--- src/rtl/flow_flood_rate_detector_assert.svh ---
// ---------------------------------------------------------------------------
// Assertion macros for the flow flood rate detector.
// Define ASSERT_OFF to compile every check away.
// ---------------------------------------------------------------------------
`ifndef FLOW_FLOOD_RATE_DETECTOR_ASSERT_SVH
`define FLOW_FLOOD_RATE_DETECTOR_ASSERT_SVH

`ifndef ASSERT_OFF
// Check a property on every clock edge outside reset.
`define FFRD_ASSERT(lbl, prop, msg) \
  lbl: assert property (@(posedge clk_i) disable iff (!rst_ni) (prop)) else $error(msg);
// Check that a condition implies a consequence in the same cycle.
`define FFRD_ASSERT_IMPLY(lbl, ante, cons, msg) \
  lbl: assert property (@(posedge clk_i) disable iff (!rst_ni) (ante) |-> (cons)) \
    else $error(msg);
`else
`define FFRD_ASSERT(lbl, prop, msg)
`define FFRD_ASSERT_IMPLY(lbl, ante, cons, msg)
`endif

`endif

--- src/rtl/ffrd_pkg.sv ---
// ---------------------------------------------------------------------------
// ffrd_pkg
// Shared types and constants of the flow flood rate detector.
// ---------------------------------------------------------------------------
`default_nettype none

package ffrd_pkg;

  localparam int unsigned AddrW  = 32;
  localparam int unsigned PortW  = 16;
  localparam int unsigned ProtoW = 8;
  localparam int unsigned TimeW  = 64;
  localparam int unsigned CountW = 32;
  localparam int unsigned CfgW   = 32;
  localparam int unsigned CfgIdxW = 8;

  localparam int unsigned DefaultFlowSlots = 64;

  // Configuration register indexes
  localparam logic [CfgIdxW-1:0] CfgWindowLength   = 8'd0;
  localparam logic [CfgIdxW-1:0] CfgFloodThreshold = 8'd1;

  localparam logic [CfgW-1:0] WindowLengthReset   = 32'd1000000000;
  localparam logic [CfgW-1:0] FloodThresholdReset = 32'd1000;

  localparam logic [ProtoW-1:0] ProtoUdp  = 8'd17;
  localparam logic [ProtoW-1:0] ProtoIcmp = 8'd1;

  localparam logic [PortW-1:0] PortDns  = 16'd53;
  localparam logic [PortW-1:0] PortNtp  = 16'd123;
  localparam logic [PortW-1:0] PortSsdp = 16'd1900;

  // floor(x / 10) == (x * Div10Recip) >> Div10Shift for every 32-bit x
  localparam logic [CfgW-1:0] Div10Recip = 32'hCCCC_CCCD;
  localparam int unsigned     Div10Shift = 35;

  typedef enum logic [1:0] {
    KindNone = 2'd0,
    KindUdp  = 2'd1,
    KindIcmp = 2'd2,
    KindAmp  = 2'd3
  } ffrd_kind_e;

  // Word travelling down the cell chain
  typedef struct packed {
    logic [AddrW-1:0]  addr;
    logic [PortW-1:0]  port;
    logic [ProtoW-1:0] proto;
    logic [TimeW-1:0]  time_ns;
    logic              done;   // a cell has counted this packet
    logic [CountW-1:0] count;  // count after this packet, valid when done
  } ffrd_tok_t;

endpackage

`default_nettype wire

--- src/rtl/ffrd_classify.sv ---
// ---------------------------------------------------------------------------
// ffrd_classify
// Output stage: apply the three flood rules to the final count and hold the word.
// ---------------------------------------------------------------------------
`default_nettype none

module ffrd_classify
  import ffrd_pkg::*;
(
  input  logic            clk_i,
  input  logic            rst_ni,
  input  logic            advance_i,
  input  logic [CfgW-1:0] thr_i,
  input  logic            tok_vld_i,
  input  ffrd_tok_t       tok_i,
  output logic            out_valid_o,
  output logic            attack_seen_o,
  output logic [1:0]      attack_kind_o,
  output logic            not_tracked_o
);

  logic [2*CfgW-1:0] prod;
  logic [CfgW-1:0]   thr_div10_q, thr_div10_d;
  logic              out_valid_q;
  logic              seen_q, seen_d;
  ffrd_kind_e        kind_q, kind_d;
  logic              untracked_q, untracked_d;

  // Threshold over ten by reciprocal multiply, held in a register behind thr_i
  assign prod        = thr_i * Div10Recip;
  assign thr_div10_d = {{Div10Shift-CfgW{1'b0}}, prod[2*CfgW-1:Div10Shift]};

  always_comb begin
    kind_d      = KindNone;
    untracked_d = !tok_i.done;
    if (tok_i.done) begin
      if ((tok_i.proto == ProtoUdp) && (tok_i.count > thr_i)) begin
        kind_d = KindUdp;
      end
      if ((tok_i.proto == ProtoIcmp) && (tok_i.count > (thr_i >> 1))) begin
        kind_d = KindIcmp;
      end
      if ((tok_i.port inside {PortDns, PortNtp, PortSsdp}) &&
          (tok_i.count > thr_div10_q)) begin
        kind_d = KindAmp;
      end
    end
    seen_d = (kind_d != KindNone);
  end

  always_ff @(posedge clk_i or negedge rst_ni) begin
    if (!rst_ni) begin
      out_valid_q <= 1'b0;
    end else if (advance_i) begin
      out_valid_q <= tok_vld_i;
    end
  end

  always_ff @(posedge clk_i) begin
    thr_div10_q <= thr_div10_d;
    if (advance_i && tok_vld_i) begin
      seen_q      <= seen_d;
      kind_q      <= kind_d;
      untracked_q <= untracked_d;
    end
  end

  assign out_valid_o   = out_valid_q;
  assign attack_seen_o = seen_q;
  assign attack_kind_o = kind_q;
  assign not_tracked_o = untracked_q;

endmodule

`default_nettype wire

--- config.mk ---
export PLATFORM = sky130hd
export DESIGN_NAME = ffrd_classify
export DESIGN_NICKNAME = d
export VERILOG_FILES = /design/src/rtl/flow_flood_rate_detector_assert.svh /design/src/rtl/ffrd_pkg.sv /design/src/rtl/ffrd_classify.sv
export SDC_FILE = /design/constraint.sdc
export NUM_CORES = 1
export LEC_CHECK = 0
export BUFFER_PORTS_ARGS = -buffer_cell sky130_fd_sc_hd__buf_2
export CORE_MARGIN = 2
export CORE_UTILIZATION = 40
export CTS_BUF_LIST = sky130_fd_sc_hd__clkbuf_8
export CTS_CLUSTER_DIAMETER = 50
export DETAILED_ROUTE_END_ITERATION = 16
export GPL_ROUTABILITY_DRIVEN = 1
export PLACE_DENSITY = 0.69
export SETUP_SLACK_MARGIN = 0.5
export SLEW_MARGIN = 5
export SYNTH_ARGS = -nofsm -noshare
export SYNTH_HDL_FRONTEND = slang
export SYNTH_SLANG_ARGS = --single-unit
--- constraint.sdc ---
create_clock -name clk_i -period 6.61 [get_ports clk_i]
set_input_delay 0.661 -clock clk_i [delete_from_list [all_inputs] [get_ports clk_i]]
set_output_delay 0.661 -clock clk_i [all_outputs]
set_load 0.05 [all_outputs]
# After elaboration in Yosys (flattened, before gate mapping)
# Cells that the tools add are included.
[op_classes]
add_sub_neg = 0
n_mul = 1
div_mod_pow = 0
magnitude_cmp = 3
eq_ne = 5
shifts = 0
mux = 4
bitwise = 0
n_reduce_logical = 7
[ops]
columns = ["operator", "count"]
rows = [
  ["32-bit by 32-bit multiplier with 64-bit output (second input constant)", 1],
  ["32-bit by 29-bit > comparator with 1-bit output", 1],
  ["32-bit by 31-bit > comparator with 1-bit output", 1],
  ["32-bit > comparator", 1],
  ["16-bit by 11-bit equality test with 1-bit output (second input constant)", 1],
  ["16-bit by 6-bit equality test with 1-bit output (second input constant)", 1],
  ["16-bit by 7-bit equality test with 1-bit output (second input constant)", 1],
  ["8-bit by 1-bit equality test with 1-bit output (second input constant)", 1],
  ["8-bit by 5-bit equality test with 1-bit output (second input constant)", 1],
  ["2-bit 2-to-1 mux", 3],
  ["1-bit logical AND", 4],
  ["3-bit nonzero test", 1],
  ["2-bit nonzero test", 1],
  ["1-bit zero test", 1],
  ["1-bit 2-to-1 mux", 1],
]
[word_totals]
ff_bits = 34
latchBits = 0
mem_bits_rw = 0
romBits = 0
in_bits = 189
elab_cells = 25
mem_count = 0

# Logic depth before layout (Yosys ltp)
[depth]
word_depth = 7
ltp_mapped = 24

# Least setup slack after synthesis
# No wires, ideal clock.
[synth_path]
kind = "in2reg"
startpoint = "in thr_i[11]"
endpoint = "reg thr_div10_q[19]"
setup_ns = 0.122
arrival_ns = 7.057
slack_ns = -0.569
stages = 24
n_path_buf = 1
cell_sequence = "ha_1 -> clkbuf_1 -> xor2_1 -> ha_1 -> a21o_1 -> fa_1 -> inv_1 -> fa_1 -> inv_1 -> fa_1 -> fa_1 -> fa_1 -> inv_1 -> fa_1 -> inv_1 -> ha_1 -> and4_4 -> nand3_2 -> nor3_4 -> and4_4 -> nor3_2 -> or4_4 -> and3_4 -> a311o_1"
[synth_between]
elab_chain_cells = 1
[synth_lines]
columns = ["element", "line_no", "source"]
rows = [
  ["from (decl)", "ffrd_classify.sv:13", "input logic [CfgW-1:0] thr_i,"],
  ["32-bit by 32-bit multiplier with 64-bit output", "ffrd_classify.sv:30", "assign prod = thr_i * Div10Recip;"],
  ["net prod[54]", "ffrd_classify.sv:22", "logic [2*CfgW-1:0] prod;"],
  ["to (signal assigned)", "ffrd_classify.sv:60", "thr_div10_q <= thr_div10_d;"],
  ["to (decl)", "ffrd_classify.sv:23", "logic [CfgW-1:0] thr_div10_q, thr_div10_d;"],
]
# The timed path passes the listed nets, and every way through them passes these cells.
# A chain may end at the register's enable or synchronous reset.

# Worst setup path after layout
[layout_path]
startpoint = "in thr_i[16]"
endpoint = "reg thr_div10_q[19]"
# Same word-level chain as after synthesis.

==> impl_metrics.xml <==
<?xml version="1.0" encoding="UTF-8"?>
<metrics>
  <group name="synth">
    <metric name="ys_seq_elements" unit="">34</metric>
    <metric name="synth-seq-area-share" unit="">0.0359</metric>
    <metric name="synth.lib_cells_used.distinct" unit="">62</metric>
    <metric name="synth.top_cells.by_area" unit="">sky130_fd_sc_hd__fa_1, sky130_fd_sc_hd__ha_1, sky130_fd_sc_hd__inv_1</metric>
    <metric name="synth.cell_area" unit="um^2">20200</metric>
    <metric name="post_synth.cell_area_avg" unit="um^2">9.47</metric>
    <metric name="synth_top_flop_cell" unit="">sky130_fd_sc_hd__dfxtp_1</metric>
    <metric name="post_synth_most_frequent_cells" unit="">sky130_fd_sc_hd__inv_1, sky130_fd_sc_hd__ha_1, sky130_fd_sc_hd__fa_1</metric>
    <metric name="netlist_instances" unit="">2135</metric>
    <metric name="synth_largest_area_cell" unit="">sky130_fd_sc_hd__fa_1</metric>
    <metric name="yosys.cell_count.top_type" unit="">sky130_fd_sc_hd__inv_1</metric>
    <metric name="synth_edf_count" unit="">4</metric>
    <metric name="syn_nets" unit="">3147</metric>
    <metric name="synth.yosys.warnings" unit="">0</metric>
    <metric name="synth_top_cell_area_share" unit="">0.382</metric>
    <metric name="fraction_of_synthesis_flops_using_an_asynchronous_set_or_reset_pin" unit="">0.0294</metric>
  </group>
  <group name="clock_network">
    <metric name="cts_max_path_buffers" unit="">2</metric>
    <metric name="tritoncts" unit="">built</metric>
    <metric name="worstSkewPairLatency" unit="ns">0.29</metric>
    <metric name="clk_pin_slew" unit="ns">0.07</metric>
    <metric name="clockRootBuffer" unit="">sky130_fd_sc_hd__clkbuf_8</metric>
    <metric name="tritoncts.num_buffers" unit="">5</metric>
    <metric name="cts.sinks" unit="">34</metric>
    <metric name="htreeDepth" unit="">2</metric>
  </group>
  <group name="routing">
    <metric name="detail_route.iter0.violations" unit="">837</metric>
    <metric name="viasPerCell" unit="">5.01</metric>
    <metric name="finalWirelength" unit="um">65500</metric>
    <metric name="routedWlPerCell" unit="um">20.2</metric>
    <metric name="drt_pass1_iterations" unit="">5</metric>
    <metric name="via_count" unit="">16289</metric>
    <metric name="post-route-drc-count" unit="">0</metric>
    <metric name="route.antenna.remaining_nets" unit="">0</metric>
  </group>
  <group name="grt">
    <metric name="grt_max_degree" unit="">13</metric>
    <metric name="grt_util_all_layers" unit="">0.259</metric>
    <metric name="grt_pass1_wl" unit="um">103000</metric>
    <metric name="initial_antenna_violation_count" unit="">0</metric>
    <metric name="number_of_global_route_vias_before_repair" unit="">18342</metric>
    <metric name="grt.overflow.total" unit="">0</metric>
  </group>
  <group name="timing">
    <metric name="final.period_utilization" unit="">1.03</metric>
    <metric name="relSlewSlack" unit="">0.480</metric>
    <metric name="worst_clock_skew" unit="ns">0.00615</metric>
    <metric name="post-route-worst-setup-slack" unit="ns">-0.168</metric>
    <metric name="max_freq" unit="MHz">148</metric>
    <metric name="report.final.hold_viol_count" unit="">0</metric>
    <metric name="worst_max_slew_pin_slew" unit="ns">0.772</metric>
    <metric name="timing.final.setup_violations" unit="">12</metric>
    <metric name="rsz_0062_raised_after_global_routing" unit="">yes</metric>
    <metric name="finalCriticalPeriod" unit="ns">6.78</metric>
    <metric name="drv_slew" unit="">0</metric>
  </group>
  <group name="floorplanning">
    <metric name="io-pin-count" unit="">194</metric>
    <metric name="standard_cell_core_area" unit="um^2">50100</metric>
    <metric name="fp.dieArea" unit="um^2">52400</metric>
    <metric name="die_h" unit="um">229</metric>
    <metric name="die_width" unit="um">229</metric>
    <metric name="placementRows" unit="">82</metric>
    <metric name="effective_utilization_at_floorplan" unit="">0.404</metric>
  </group>
  <group name="job">
    <metric name="max_cap_viol_count" unit="">0</metric>
  </group>
  <group name="layout">
    <metric name="areaGrowthSynthToFinish" unit="%">25.5</metric>
    <metric name="area_occupied_by_multi_input_gates" unit="um^2">17800</metric>
    <metric name="final.fill_count" unit="">4646</metric>
    <metric name="final_core_util" unit="">0.507</metric>
    <metric name="fin_nets" unit="">3588</metric>
    <metric name="post_route_cells_drive_above_1_share" unit="">0.242</metric>
    <metric name="seqCellArea" unit="um^2">726</metric>
    <metric name="antenna-diode-count" unit="">0</metric>
  </group>
  <group name="placement">
    <metric name="dp_hpwl" unit="um">59800</metric>
    <metric name="io_buffer_count" unit="">97</metric>
    <metric name="gp_routability_congestion" unit="">1.00</metric>
  </group>
  <group name="run_status">
    <metric name="violations" unit="">negative setup slack</metric>
    <metric name="run_status" unit="">complete, but fails checks</metric>
  </group>
  <group name="worst_setup_path">
    <metric name="critical_path_required" unit="ns">6.80</metric>
    <metric name="critical_path.endpoint_type" unit="">flip-flop</metric>
    <metric name="timing.critical_path.arrival" unit="ns">6.96</metric>
    <metric name="timing.reg2reg.setup_slack" unit="ns">4.09</metric>
    <metric name="cp_max_fo" unit="">4</metric>
    <metric name="critical_path.startpoint_type" unit="">input port</metric>
    <metric name="timing.setup.critical_path_class" unit="">in2reg</metric>
  </group>
  <group name="hold_path">
    <metric name="worst_min_delay_path_category" unit="">in2async</metric>
  </group>
</metrics>
[critical path: stages]
cell and delay, ns:
sky130_fd_sc_hd__buf_12 0.11, sky130_fd_sc_hd__buf_12 0.12, sky130_fd_sc_hd__ha_4 0.28, sky130_fd_sc_hd__inv_2 0.05, sky130_fd_sc_hd__fa_1 0.49, sky130_fd_sc_hd__inv_2 0.04
sky130_fd_sc_hd__fa_1 0.51, sky130_fd_sc_hd__inv_2 0.04, sky130_fd_sc_hd__fa_1 0.52, sky130_fd_sc_hd__inv_2 0.05, sky130_fd_sc_hd__fa_1 0.55, sky130_fd_sc_hd__fa_1 0.43
sky130_fd_sc_hd__fa_1 0.52, sky130_fd_sc_hd__fa_1 0.46, sky130_fd_sc_hd__ha_4 0.29, sky130_fd_sc_hd__and4_4 0.26, sky130_fd_sc_hd__nand3_4 0.08, sky130_fd_sc_hd__nor3_4 0.17
sky130_fd_sc_hd__and4_4 0.28, sky130_fd_sc_hd__nor3_4 0.07, sky130_fd_sc_hd__or4_4 0.47, sky130_fd_sc_hd__and3_4 0.23, sky130_fd_sc_hd__a311o_1 0.25
[sequential cells by signal, indices dropped and copies added, names as in the netlist]
register,cells
thr_div10_q,29
attack_seen_o,1
not_tracked_o,1
out_valid_o,1
attack_kind_o,2
[layout by cell type (no fill, tap or decap), types with 40 or more instances in the layout]
cell type and n:
sky130_fd_sc_hd__inv_1 643, sky130_fd_sc_hd__ha_1 392, sky130_fd_sc_hd__fa_1 377, sky130_fd_sc_hd__buf_4 351, sky130_fd_sc_hd__buf_2 83, sky130_fd_sc_hd__a21oi_1 82
sky130_fd_sc_hd__a21o_1 68, sky130_fd_sc_hd__nand2_1 51, sky130_fd_sc_hd__xor2_1 43, sky130_fd_sc_hd__nand4_1 40
[through the flow]
stage	worst slack [ns]	hold slack (ns)	instances	area [um^2]	TNS [ns]
after floorplan	-0.0136	0.365	2135	20700	-0.0136
after global placement	-0.495	0.436	3212	24400	-7.54
after detailed placement	-0.562	0.438	3212	24400	-8.32
after CTS	-0.147	0.117	3235	25000	-0.522
after global routing	-0.284	0.118	3249	25400	-3.35
final	-0.168	0.126	3249	25400	-0.840
[path summary, 6_finish.rpt]
| kind | from | to | depth (start not counted) |
|---|---|---|---|
| hold reg to reg | out_valid_o | out_valid_o | 1 |
| setup reg to reg | thr_div10_q[21] | attack_seen_o | 10 |
| hold / removal | rst_ni | out_valid_o | 1 |
| min in group clk_i | out_valid_o | out_valid_o | 1 |
| setup / recovery | thr_i[16] | thr_div10_q[19] | 23 |
| max in group asynchronous | rst_ni | out_valid_o | 1 |
[final cells by class]
type / instances / area share
clock buffer: 5 / 0.00271
clock inverter: 3 / 0.000789
inverter: 674 / 0.100
multi-input combinational: 1402 / 0.701
sequential: 34 / 0.0286
tap: 672 / 0.0331
timing repair buffer: 459 / 0.133
[cell families after synthesis]
group                    synth area share
flip-flops                         0.0359
multiplexers                      0.00155
AND/OR/NAND/NOR                    0.0593
XOR/XNOR                           0.0329
AO/OA/AOI/OAI                      0.0883
adder cells (fa/ha/maj)             0.652
buffers and inverters               0.130
[routing by layer]
| metal | up-vias | routed length [um] | global-route usage |
|---|---|---|---|
| met5 | - | 0 | 0 |
| met4 | 0 | 3530 | 0.108 |
| met3 | 117 | 2460 | 0.0175 |
| met2 | 404 | 31900 | 0.453 |
| li1 | 7575 | - | - |
| met1 | 8193 | 27600 | 0.332 |
[timing repair]
action                                  4_1_cts  5_1_grt
endpoints found under the setup margin       29       29
hold endpoints to repair                      0        0
pin swaps                                    53       50
resized for setup                           110       51
setup buffers                                15       14
hold buffers                                  0        0
Power is not shown: default switching activity piles up to over one toggle a cycle in this logic, so the estimate is an artifact.
