--- src/rtl/flow_flood_rate_detector_assert.svh ---
// ---------------------------------------------------------------------------
// Assertion macros for the flow flood rate detector.
// Define ASSERT_OFF to compile every check away.
// ---------------------------------------------------------------------------
`ifndef FLOW_FLOOD_RATE_DETECTOR_ASSERT_SVH
`define FLOW_FLOOD_RATE_DETECTOR_ASSERT_SVH

`ifndef ASSERT_OFF
// Check a property on every clock edge outside reset.
`define FFRD_ASSERT(lbl, prop, msg) \
  lbl: assert property (@(posedge clk_i) disable iff (!rst_ni) (prop)) else $error(msg);
// Check that a condition implies a consequence in the same cycle.
`define FFRD_ASSERT_IMPLY(lbl, ante, cons, msg) \
  lbl: assert property (@(posedge clk_i) disable iff (!rst_ni) (ante) |-> (cons)) \
    else $error(msg);
`else
`define FFRD_ASSERT(lbl, prop, msg)
`define FFRD_ASSERT_IMPLY(lbl, ante, cons, msg)
`endif

`endif

--- src/rtl/ffrd_pkg.sv ---
// ---------------------------------------------------------------------------
// ffrd_pkg
// Shared types and constants of the flow flood rate detector.
// ---------------------------------------------------------------------------
`default_nettype none

package ffrd_pkg;

  localparam int unsigned AddrW  = 32;
  localparam int unsigned PortW  = 16;
  localparam int unsigned ProtoW = 8;
  localparam int unsigned TimeW  = 64;
  localparam int unsigned CountW = 32;
  localparam int unsigned CfgW   = 32;
  localparam int unsigned CfgIdxW = 8;

  localparam int unsigned DefaultFlowSlots = 64;

  // Configuration register indexes
  localparam logic [CfgIdxW-1:0] CfgWindowLength   = 8'd0;
  localparam logic [CfgIdxW-1:0] CfgFloodThreshold = 8'd1;

  localparam logic [CfgW-1:0] WindowLengthReset   = 32'd1000000000;
  localparam logic [CfgW-1:0] FloodThresholdReset = 32'd1000;

  localparam logic [ProtoW-1:0] ProtoUdp  = 8'd17;
  localparam logic [ProtoW-1:0] ProtoIcmp = 8'd1;

  localparam logic [PortW-1:0] PortDns  = 16'd53;
  localparam logic [PortW-1:0] PortNtp  = 16'd123;
  localparam logic [PortW-1:0] PortSsdp = 16'd1900;

  // floor(x / 10) == (x * Div10Recip) >> Div10Shift for every 32-bit x
  localparam logic [CfgW-1:0] Div10Recip = 32'hCCCC_CCCD;
  localparam int unsigned     Div10Shift = 35;

  typedef enum logic [1:0] {
    KindNone = 2'd0,
    KindUdp  = 2'd1,
    KindIcmp = 2'd2,
    KindAmp  = 2'd3
  } ffrd_kind_e;

  // Word travelling down the cell chain
  typedef struct packed {
    logic [AddrW-1:0]  addr;
    logic [PortW-1:0]  port;
    logic [ProtoW-1:0] proto;
    logic [TimeW-1:0]  time_ns;
    logic              done;   // a cell has counted this packet
    logic [CountW-1:0] count;  // count after this packet, valid when done
  } ffrd_tok_t;

endpackage

`default_nettype wire

--- src/rtl/ffrd_cell.sv ---
// ---------------------------------------------------------------------------
// ffrd_cell
// One flow slot: match or claim the passing word, update its window, pass on.
// ---------------------------------------------------------------------------
`default_nettype none

module ffrd_cell
  import ffrd_pkg::*;
(
  input  logic             clk_i,
  input  logic             rst_ni,
  input  logic             advance_i,
  input  logic [CfgW-1:0]  window_i,
  input  logic             tok_vld_i,
  input  ffrd_tok_t        tok_i,
  output logic             tok_vld_o,
  output ffrd_tok_t        tok_o,
  output logic             slot_valid_o
);

  logic              valid_q;
  logic [AddrW-1:0]  addr_q;
  logic [PortW-1:0]  port_q;
  logic [TimeW-1:0]  begin_q, begin_d;
  logic [CountW-1:0] cnt_q, cnt_d;
  logic              tok_vld_q;
  ffrd_tok_t         tok_q, tok_d;

  logic              live, match, take, restart;
  logic [TimeW-1:0]  base_begin, diff;
  logic [CountW-1:0] base_cnt;

  always_comb begin
    live       = tok_vld_i && !tok_i.done && advance_i;
    match      = valid_q && (addr_q == tok_i.addr) && (port_q == tok_i.port);
    // Slots fill lowest first and never drain, so the first free slot ends the search
    take       = live && (match || !valid_q);
    base_begin = valid_q ? begin_q : tok_i.time_ns;
    base_cnt   = valid_q ? cnt_q : '0;
    diff       = tok_i.time_ns - base_begin;
    restart    = diff > {{(TimeW-CfgW){1'b0}}, window_i};
    begin_d    = restart ? tok_i.time_ns : base_begin;
    if (restart) begin
      cnt_d = {{(CountW-1){1'b0}}, 1'b1};
    end else if (&base_cnt) begin
      cnt_d = base_cnt;
    end else begin
      cnt_d = base_cnt + 1'b1;
    end
    tok_d = tok_i;
    if (take) begin
      tok_d.done  = 1'b1;
      tok_d.count = cnt_d;
    end
  end

  always_ff @(posedge clk_i or negedge rst_ni) begin
    if (!rst_ni) begin
      valid_q   <= 1'b0;
      tok_vld_q <= 1'b0;
    end else begin
      if (take) begin
        valid_q <= 1'b1;
      end
      if (advance_i) begin
        tok_vld_q <= tok_vld_i;
      end
    end
  end

  always_ff @(posedge clk_i) begin
    if (take) begin
      addr_q  <= tok_i.addr;
      port_q  <= tok_i.port;
      begin_q <= begin_d;
      cnt_q   <= cnt_d;
    end
    if (advance_i) begin
      tok_q <= tok_d;
    end
  end

  assign tok_vld_o    = tok_vld_q;
  assign tok_o        = tok_q;
  assign slot_valid_o = valid_q;

endmodule

`default_nettype wire

--- config.mk ---
export PLATFORM = sky130hd
export DESIGN_NAME = ffrd_cell
export DESIGN_NICKNAME = d
export VERILOG_FILES = /design/src/rtl/flow_flood_rate_detector_assert.svh /design/src/rtl/ffrd_pkg.sv /design/src/rtl/ffrd_cell.sv
export SDC_FILE = /design/constraint.sdc
export NUM_CORES = 1
export LEC_CHECK = 0
export ABC_AREA = 0
export BUFFER_PORTS_ARGS = -buffer_cell sky130_fd_sc_hd__buf_4
export CAP_MARGIN = 20
export CORE_MARGIN = 8
export CORE_UTILIZATION = 45
export DETAILED_ROUTE_END_ITERATION = 6
export PLACE_DENSITY = 0.64
export SYNTH_ARGS = -nofsm -noshare
export SYNTH_HDL_FRONTEND = slang
export SYNTH_SLANG_ARGS = --single-unit
--- constraint.sdc ---
create_clock -name clk_i -period 6.5 [get_ports clk_i]
set_input_delay 0 -clock clk_i [delete_from_list [all_inputs] [get_ports clk_i]]
set_output_delay 0 -clock clk_i [all_outputs]
set_load 0.05 [all_outputs]
Word-level counts from Yosys, hierarchy flattened
Index checks and enable logic that the tools add are counted.

word-level totals
  output and inout bits = 155
  logic and storage cells = 32
  bits of input ports = 189
  register bits after elaboration = 299

operators by class
  $add $sub $neg = 2
  equal/unequal tests = 2
  mux-type cells = 6
  $lt $le $gt $ge = 1
  reduce and logical (&&, ||, !) cells = 9

operators with widths
  kind                     number
  $mux W32                 4
  $mux W64                 2
  $gt A64 B32 Y1           1
  $sub A64 B64 Y64         1
  $add A32 B1 Y32 const B  1
  $eq A32 B32 Y1           1
  $reduce_and A32 Y1       1
  $eq A16 B16 Y1           1
  $logic_and A1 B1 Y1      5
  $logic_not A1 Y1         2
  $logic_or A1 B1 Y1       1

Longest topological paths before layout
Gate-level depths: netlist (run 1).

  depth in word-level cells = 6
  mapped depth = 28
  gate-level depth less buffers = 25

Worst setup path after synthesis (run 1)
No wires, ideal clock.

  path kind = register to register
  start point = reg valid_q, in the netlist slot_valid_o
  end point = reg begin_q[0], data pin
  path slack = 208 ps
  cell stages (with the launch flop) = 25
  buffers on the path = 4
  required time = 6240 ps
  clock period less this slack = 6292 ps
  data arrival time = 6031 ps
  library setup time = 260 ps
  cell sequence = dfrtp_1 clkbuf_1 buf_1 buf_4 mux2i_1 fa_1 a211oi_2 o211ai_1 a21oi_2 o41ai_1 a31oi_1 o21ai_0 xor2_1 ha_1 nand4_1 nor4_1 and2_1 a21oi_1 or3_1 a2111oi_2 nand4b_1 nor4_2 nand4_1 buf_6 mux2_4

between the ends
  cells in the longest elaborated chain, start to end = 4

ends and longest elaborated chain
  element                   RTL line         source
  start: declaration        ffrd_cell.sv:21  logic valid_q;
  start signal: assignment  ffrd_cell.sv:59  valid_q <= 1'b0;
  start signal: assignment  ffrd_cell.sv:63  valid_q <= 1'b1;
  $mux W64 *                ffrd_cell.sv:38  base_begin = valid_q ? begin_q : tok_i.time_ns;
  $sub A64 B64 Y64          ffrd_cell.sv:40  diff = tok_i.time_ns - base_begin;
  $gt A64 B32 Y1            ffrd_cell.sv:41  restart = diff > {{(TimeW-CfgW){1'b0}}, window_i};
  $mux W64 *                ffrd_cell.sv:42  begin_d = restart ? tok_i.time_ns : base_begin;
  via begin_d[0]            ffrd_cell.sv:24  logic [TimeW-1:0] begin_q, begin_d;
  end signal: assignment    ffrd_cell.sv:75  begin_q <= begin_d;
  end: declaration          ffrd_cell.sv:24

The timed path passes the listed nets; every way through them passes the cells marked *.
A chain may end at the register's enable or synchronous reset.

==> results of run 1 <==
timing repair:
action | in CTS | in global routing
buffers inserted | 0 | 4
hold endpoints to repair | 292 | 0
endpoints found under the setup margin | 0 | 128
resized for setup | 0 | 19
hold buffers | 159 | 0
synth_stat cells (4+ instances only):
cell type  number  share of area (%)
a21o_1         12               0.50
or4_1           4               0.17
a21oi_2        11               0.53
a21boi_0        6               0.25
buf_12          6               0.66
mux2i_1       127                7.0
nand2b_1       10               0.35
mux2_2          4               0.25
o21ai_0        79                2.2
o31ai_1        35                1.4
nand3_1        22               0.61
o21ai_1        11               0.30
nor3_1         23               0.64
o2111ai_1       5               0.24
a211oi_1        9               0.37
nor2_1        116                2.4
o211ai_1       10               0.41
buf_6           9               0.56
inv_1         109                2.3
and2_1          6               0.21
nor4_1         13               0.45
xor2_1         42                2.0
or3_1          12               0.41
ha_1           98                6.8
buf_4          10               0.41
a21oi_1       104                2.9
clkbuf_1       19               0.39
a31oi_1         8               0.28
and3_1         13               0.45
xnor2_1        82                4.0
nor2b_1         8               0.28
nand2_1       161                3.3
o21a_1         16               0.66
nand4_1        61                2.1
nor3b_1         4               0.17
edfxtp_1      297                 49
buf_2          12               0.33
o21bai_1        7               0.29
registers in the layout, indices dropped and copies added, names as in the netlist:
register and flops:
cnt_q 32, tok_o 153, slot_valid_o 1, port_q 16
addr_q 32, begin_q 64, tok_vld_o 1
layer usage:
layer	global-route usage, %	up-vias	part of all wire, %
met1	31.1	7217	44
met4	6.45	0	2.2
met2	39.3	481	48
met5	0	-	0
met3	4.48	76	6.1
li1	-	7218	-
layout make-up:
type                       instances  area share (%)
multi-input combinational       1187            34.6
clock buffer                      47            3.89
sequential                       299            37.1
timing repair buffer             555            19.2
tap                              525            2.72
clock inverter                    16           0.777
inverter                         109            1.71
antenna                            2          0.0207
layout by cell type (no fill, tap or decap), types with 22 or more instances in the layout:
| cell | instances |
|---|---|
| inv_1 | 108 |
| buf_4 | 389 |
| a21oi_1 | 101 |
| xor2_1 | 42 |
| mux2i_1 | 127 |
| edfxtp_1 | 297 |
| clkbuf_16 | 35 |
| dlygate4sd3_1 | 159 |
| ha_1 | 95 |
| xnor2_1 | 82 |
| nand2_1 | 161 |
| o31ai_1 | 35 |
| nor2_1 | 116 |
| nand4_1 | 61 |
| o21ai_0 | 77 |
| nand3_1 | 22 |
stage by stage:
step	area [um^2]	power [W]	TNS, ps
2_1_floorplan	18100	0.00284	0
3_3_place_gp	21300	0.00322	0
3_5_place_dp	21300	0.00323	0
4_1_cts	24000	0.00528	0
5_1_grt	24200	0.00544	-13.7
6_report	24200	0.00523	0
where the power goes:
part | total [W] | switching, W | internal [W]
registers | 0.00223 | 0.0000243 | 0.00221
logic | 0.00105 | 0.000656 | 0.000392
clock network | 0.00196 | 0.000807 | 0.00115
total | 0.00523 | 0.00149 | 0.00375
worst max path at each step:
stage / end / slack [ps] / cells past startpoint
floorplan: begin_q[0] / 210 / 24
global placement: begin_q[41] / 140 / 24
detailed placement: tok_o[26] / 60 / 25
CTS: tok_o[26] / 30 / 25
global route: tok_o[26] / -10 / 25
finish: tok_o[26] / 310 / 25
cells by family (layout without fill, tap and decap cells):
group | count (synthesis) | count (layout) | share of synthesized area [%]
and+or+nand+nor | 481 | 481 | 13.0
AOI/OAI and AO/OA | 351 | 351 | 12.5
DFF | 299 | 299 | 49.5
buffers and inverters | 168 | 727 | 4.79
muxes | 132 | 132 | 7.35
xor gates and xnor gates | 124 | 124 | 5.99
adders and majority gates | 99 | 99 | 6.88
other | 0 | 2 | 0
worst reg2reg max path: cells and delay by family, from the launching register on:
family	cells	cell delay, ps
and+or+nand+nor	12	2330
DFF	1	570
adders and majority gates	2	730
muxes	1	160
xor gates and xnor gates	1	160
buffers and inverters	2	460
AOI/OAI and AO/OA	7	1580
==> results by group, run 1 <==
Status
  – Status: finished clean

Clocking
  – CTS tree: built
  – CTS clk-pin slew, worst paths: 60 ps
  – Clk_lat worst skew: 570 ps
  – Clock buffer depth: 3
  – H-tree levels: 2
  – Clock sinks: about 300
  – CTS Buf Count: 35
  – Root Buffer: clkbuf_16

Die
  – Ports: 344
  – CORE AREA: between 30000 and 40000 um^2
  – DIE AREA: 47000 um^2
  – Std-Cell Rows: 73
  – Starting Density: between 40 and 50%
  – Die X: approximately 220 um
  – Die Ht: 217 um

Logic synthesis
  – Post-synthesis average cell area: between 10 and 15 um^2
  – Number of synthesized flops with an enable pin: between 200 and 300
  – Net Count, Synth: 1942
  – Ys Warns: 0
  – Synth unique cells: 84
  – Ys async rst share: 0.669%
  – Seq/Total Area, Yosys: between 40% and 50%
  – Cell Area, Synth: between 15000 and 20000 um^2
  – Cells after Synth: around 1700
  – Dominant synthesized flop cell: edfxtp_1
  – Seq cells post-synth: approximately 300

Place
  – Pre-CTS WS: 59.4 ps
  – Post-DP HPWL: between 40000 and 50000 um
  – Count of input and output buffers: ~340
  – Placed cells: around 2500
  – Placer Congestion: 0.949

Drt
  – Via count: 15000
  – Starting DRT DRC Count: between 1000 and 1500
  – Drt first pass iters: 5
  – Drt total wl: 57100 um
  – Average wire per standard cell: about 21 um
  – Via/cell ratio: 5.47
  – Antenna Nets Post-Route: 0
  – Post-route DRC: 0

Layout
  – Filler cells: 3241
  – Storage cell area: roughly 9000 um^2
  – Fin util: 60.8%
  – Layout cell share with drive strength beyond 1: approximately 23%
  – Area grow syn2layout: 33.3%
  – Multi-input logic area: 8360 um^2
  – Non-Filler Instances: 2740
  – Layout net count: approximately 2500

Global routing
  – All-Layer GR Usage: 23.6%
  – Overflow after GRT: 0
  – Vias in the first global route: 15300
  – Initial antenna violation count: 2
  – Pin count of the biggest net entering global routing: between 100 and 150
  – First-pass GRT wire length: roughly 88000 um

STA
  – Final worst-path cycle share: 95.2%
  – Layout Skew: 26.7 ps
  – Worst Tran Pin Value: 1010 ps
  – Max Clock Freq: around 0.16 GHz
  – Final setup vio count: 0
  – Crit path time final: about 6200 ps
  – Count of final hold-check violations: 0
  – Max_slew headroom: roughly a third
  – Setup ws final: 312 ps
  – Final hold slack: 171 ps
  – Max Slew Vio Count: 0

Flow run
  – Max Cap Violations: 0

Pwr
  – VDD IR-drop max: 0.202 mV
  – Pwr/cell area: 217 nW/um^2
  – P_leak: a little over 10 nW

Worst setup path
  – Reg2Reg Setup Slack: 310 ps
  – Reg2Reg Capture Point: tok_o[26]
  – RR Startpoint: slot_valid_o
  – Worst Path Required: approximately 6900 ps
  – Top delay family on crit path: simple AND/OR/NAND/NOR gates
  – CP max stage delay: between 500 and 600 ps
  – Critical path launch point type: flop
  – Setup CP Type: flop to flop
  – Reg2Reg Depth: 25
  – WP buf/inv: 2
  – Crit. End Element: flop
  – CP Launch Point: slot_valid_o
  – Worst-path maximum fanout: 40
  – Worst EP arrival: between 6000 and 7000 ps
  – Slowest-stage cell, CP: dfrtp_4

Worst hold path
  – WHS Path Cells: 2
  – Worst Hold Path EP: tok_o[100]
  – Worst hold start: tok_i[100]
  – Min-Delay Path Class: primary input to flop
No activity file was read; power rests on OpenSTA's default activity.
==> inputs of run 2 (changes only) <==
==> constraint.sdc (replaced) <==
create_clock -name clk_i -period 6.5 [get_ports clk_i]
set_input_delay 0.325 -clock clk_i [delete_from_list [all_inputs] [get_ports clk_i]]
set_output_delay 0.325 -clock clk_i [all_outputs]
set_load 0.05 [all_outputs]
==> results by group, run 2 (synthesis results as in run 1) <==
Clocking
  – Clock buffer depth: 3
  – Clock sinks: approximately 300
  – CTS Buf Count: 35
  – H-tree levels: 2
  – CTS clk-pin slew, worst paths: ~60 ps
  – CTS tree: built
  – Root Buffer: clkbuf_16
  – Clk_lat worst skew: roughly 570 ps

Global routing
  – All-Layer GR Usage: between 20% and 30%
  – Overflow after GRT: 0
  – First-pass GRT wire length: 86900 um
  – Pin count of the biggest net entering global routing: around 100
  – Vias in the first global route: ~15000
  – Initial antenna violation count: 0

Layout
  – Filler cells: 3300
  – Antenna diodes: 0
  – Post-route cell area: between 20000 and 25000 um^2
  – Commonest non-fill, non-tap cells in the layout: buf_4 (389), edfxtp_1 (297), nand2_1 (161), mux2i_1 (127), dlygate4sd3_1 (121)
  – Multi-input logic area: 8360 um^2
  – Layout net count: approximately 2400
  – Area grow syn2layout: 31.2%
  – Most common cell after layout, fill and taps aside: buf_4
  – Storage cell area: around 9000 um^2
  – Layout cell share with drive strength beyond 1: 22.9%
  – Number of flip-flops in the largest register: around 150

Place
  – Area after DPL: ~21000 um^2
  – Post-DP HPWL: 43400 um
  – Count of input and output buffers: around 340
  – Placer Congestion: approximately 0.95

STA
  – Setup TNS: 0 ps
  – Count of final hold-check violations: 0
  – Layout Skew: 30.9 ps
  – Crit path time final: a little over 6000 ps
  – Worst Tran Pin Value: 1020 ps
  – Final setup vio count: 0
  – Max_slew headroom: 31.3%
  – Max Clock Freq: between 0.15 and 0.2 GHz
  – Max Slew Vio Count: 0
  – Final worst-path cycle share: around 95%

Worst setup path
  – Crit. End Element: flop
  – CP max stage delay: 570 ps
  – Slowest-stage cell, CP: dfrtp_4
  – Setup CP Type: flop to flop
  – Worst-path maximum fanout: 40
  – Worst Path Required: 6860 ps
  – Critical path launch point type: flop
  – Worst EP arrival: 6510 ps

Drt
  – Via/cell ratio: roughly 5.5
  – Drt total wl: 56200 um
  – Drt first pass iters: 7
  – Average wire per standard cell: roughly 21 um
  – Via count: roughly 15000
  – Starting DRT DRC Count: ~1200
  – Antenna Nets Post-Route: 0
  – Post-route DRC: 0

Worst hold path
  – Min-Delay Path Class: primary input to flop

Die
  – DIE AREA: between 40000 and 50000 um^2
  – Std-Cell Rows: 73
  – CORE AREA: 39700 um^2
  – Die X: 217 um
  – Starting Density: approximately 46%
  – Die Ht: roughly 220 um
  – Ports: between 300 and 400

Status
  – Status: finished clean

Flow run
  – Max Cap Violations: 0

Pwr
  – VDD IR-drop max: 0.202 mV
  – P_leak: between 10 and 15 nW
  – Pwr/cell area: ~220 nW/um^2
## run 2: final cells by class
cell class                      count  area share (%)
Tap cell                          525            2.76
Clock buffer                       47            3.96
Timing Repair Buffer              517            17.9
Sequential cell                   299            37.7
Inverter                          109            1.74
Multi-Input combinational cell   1187            35.2
Clock inverter                     16           0.789
## run 2: power breakdown
| part | internal, W | switching [W] |
|---|---|---|
| Combinational | 0.000377 | 0.000649 |
| Clock | 0.00115 | 0.000805 |
| Sequential | 0.00221 | 0.0000236 |
## run 2: per-layer routing
layer	GRT usage (%)	wire, um	vias up
met5	0	0	-
met4	6.31	1200	0
met3	4.44	3560	74
met2	38.3	26600	469
met1	30.9	24900	7138
li1	-	-	7143
## run 2: worst paths after layout
kind	start	endpoint	slack, ps	cells past startpoint
hold / removal	tok_i[7]	tok_o[7]	50	3
setup / recovery	slot_valid_o	tok_o[26]	350	25
max in group asynchronous	rst_ni	slot_valid_o	6260	2
hold reg to reg	tok_vld_o	tok_vld_o	530	2
min in group asynchronous	rst_ni	tok_vld_o	120	2
setup reg to reg	slot_valid_o	tok_o[26]	350	25
## run 2: stage by stage
stage	cells	hold slack [ps]	power (W)	setup WS (ps)	util [%]
6_report	2700	51.4	0.00521	352	59.9
5_1_grt	2700	29.2	0.00541	-9.78	59.9
4_1_cts	2696	16.5	0.00526	32.0	59.6
3_5_place_dp	2512	126	0.00323	59.4	53.7
3_3_place_gp	2512	126	0.00322	137	53.7
2_1_floorplan	1654	29.4	0.00284	208	-
## run 2: worst max-delay path, delay by kind of cell (launching register included)
kind / cells / cell delay, ps
buffers and inverters: 2 / 450
flip-flops: 1 / 570
AO/OA/AOI/OAI: 7 / 1530
adder cells (fa/ha/maj): 2 / 730
XOR/XNOR: 1 / 160
multiplexers: 1 / 160
AND/OR/NAND/NOR: 12 / 2330
## run 2: timing repair
action                     in CTS  in global routing
hold endpoints to repair      170                  0
setup endpoints to repair       0                128
hold buffers                  121                  0
gates resized for setup         0                 19
setup buffers                   0                  4
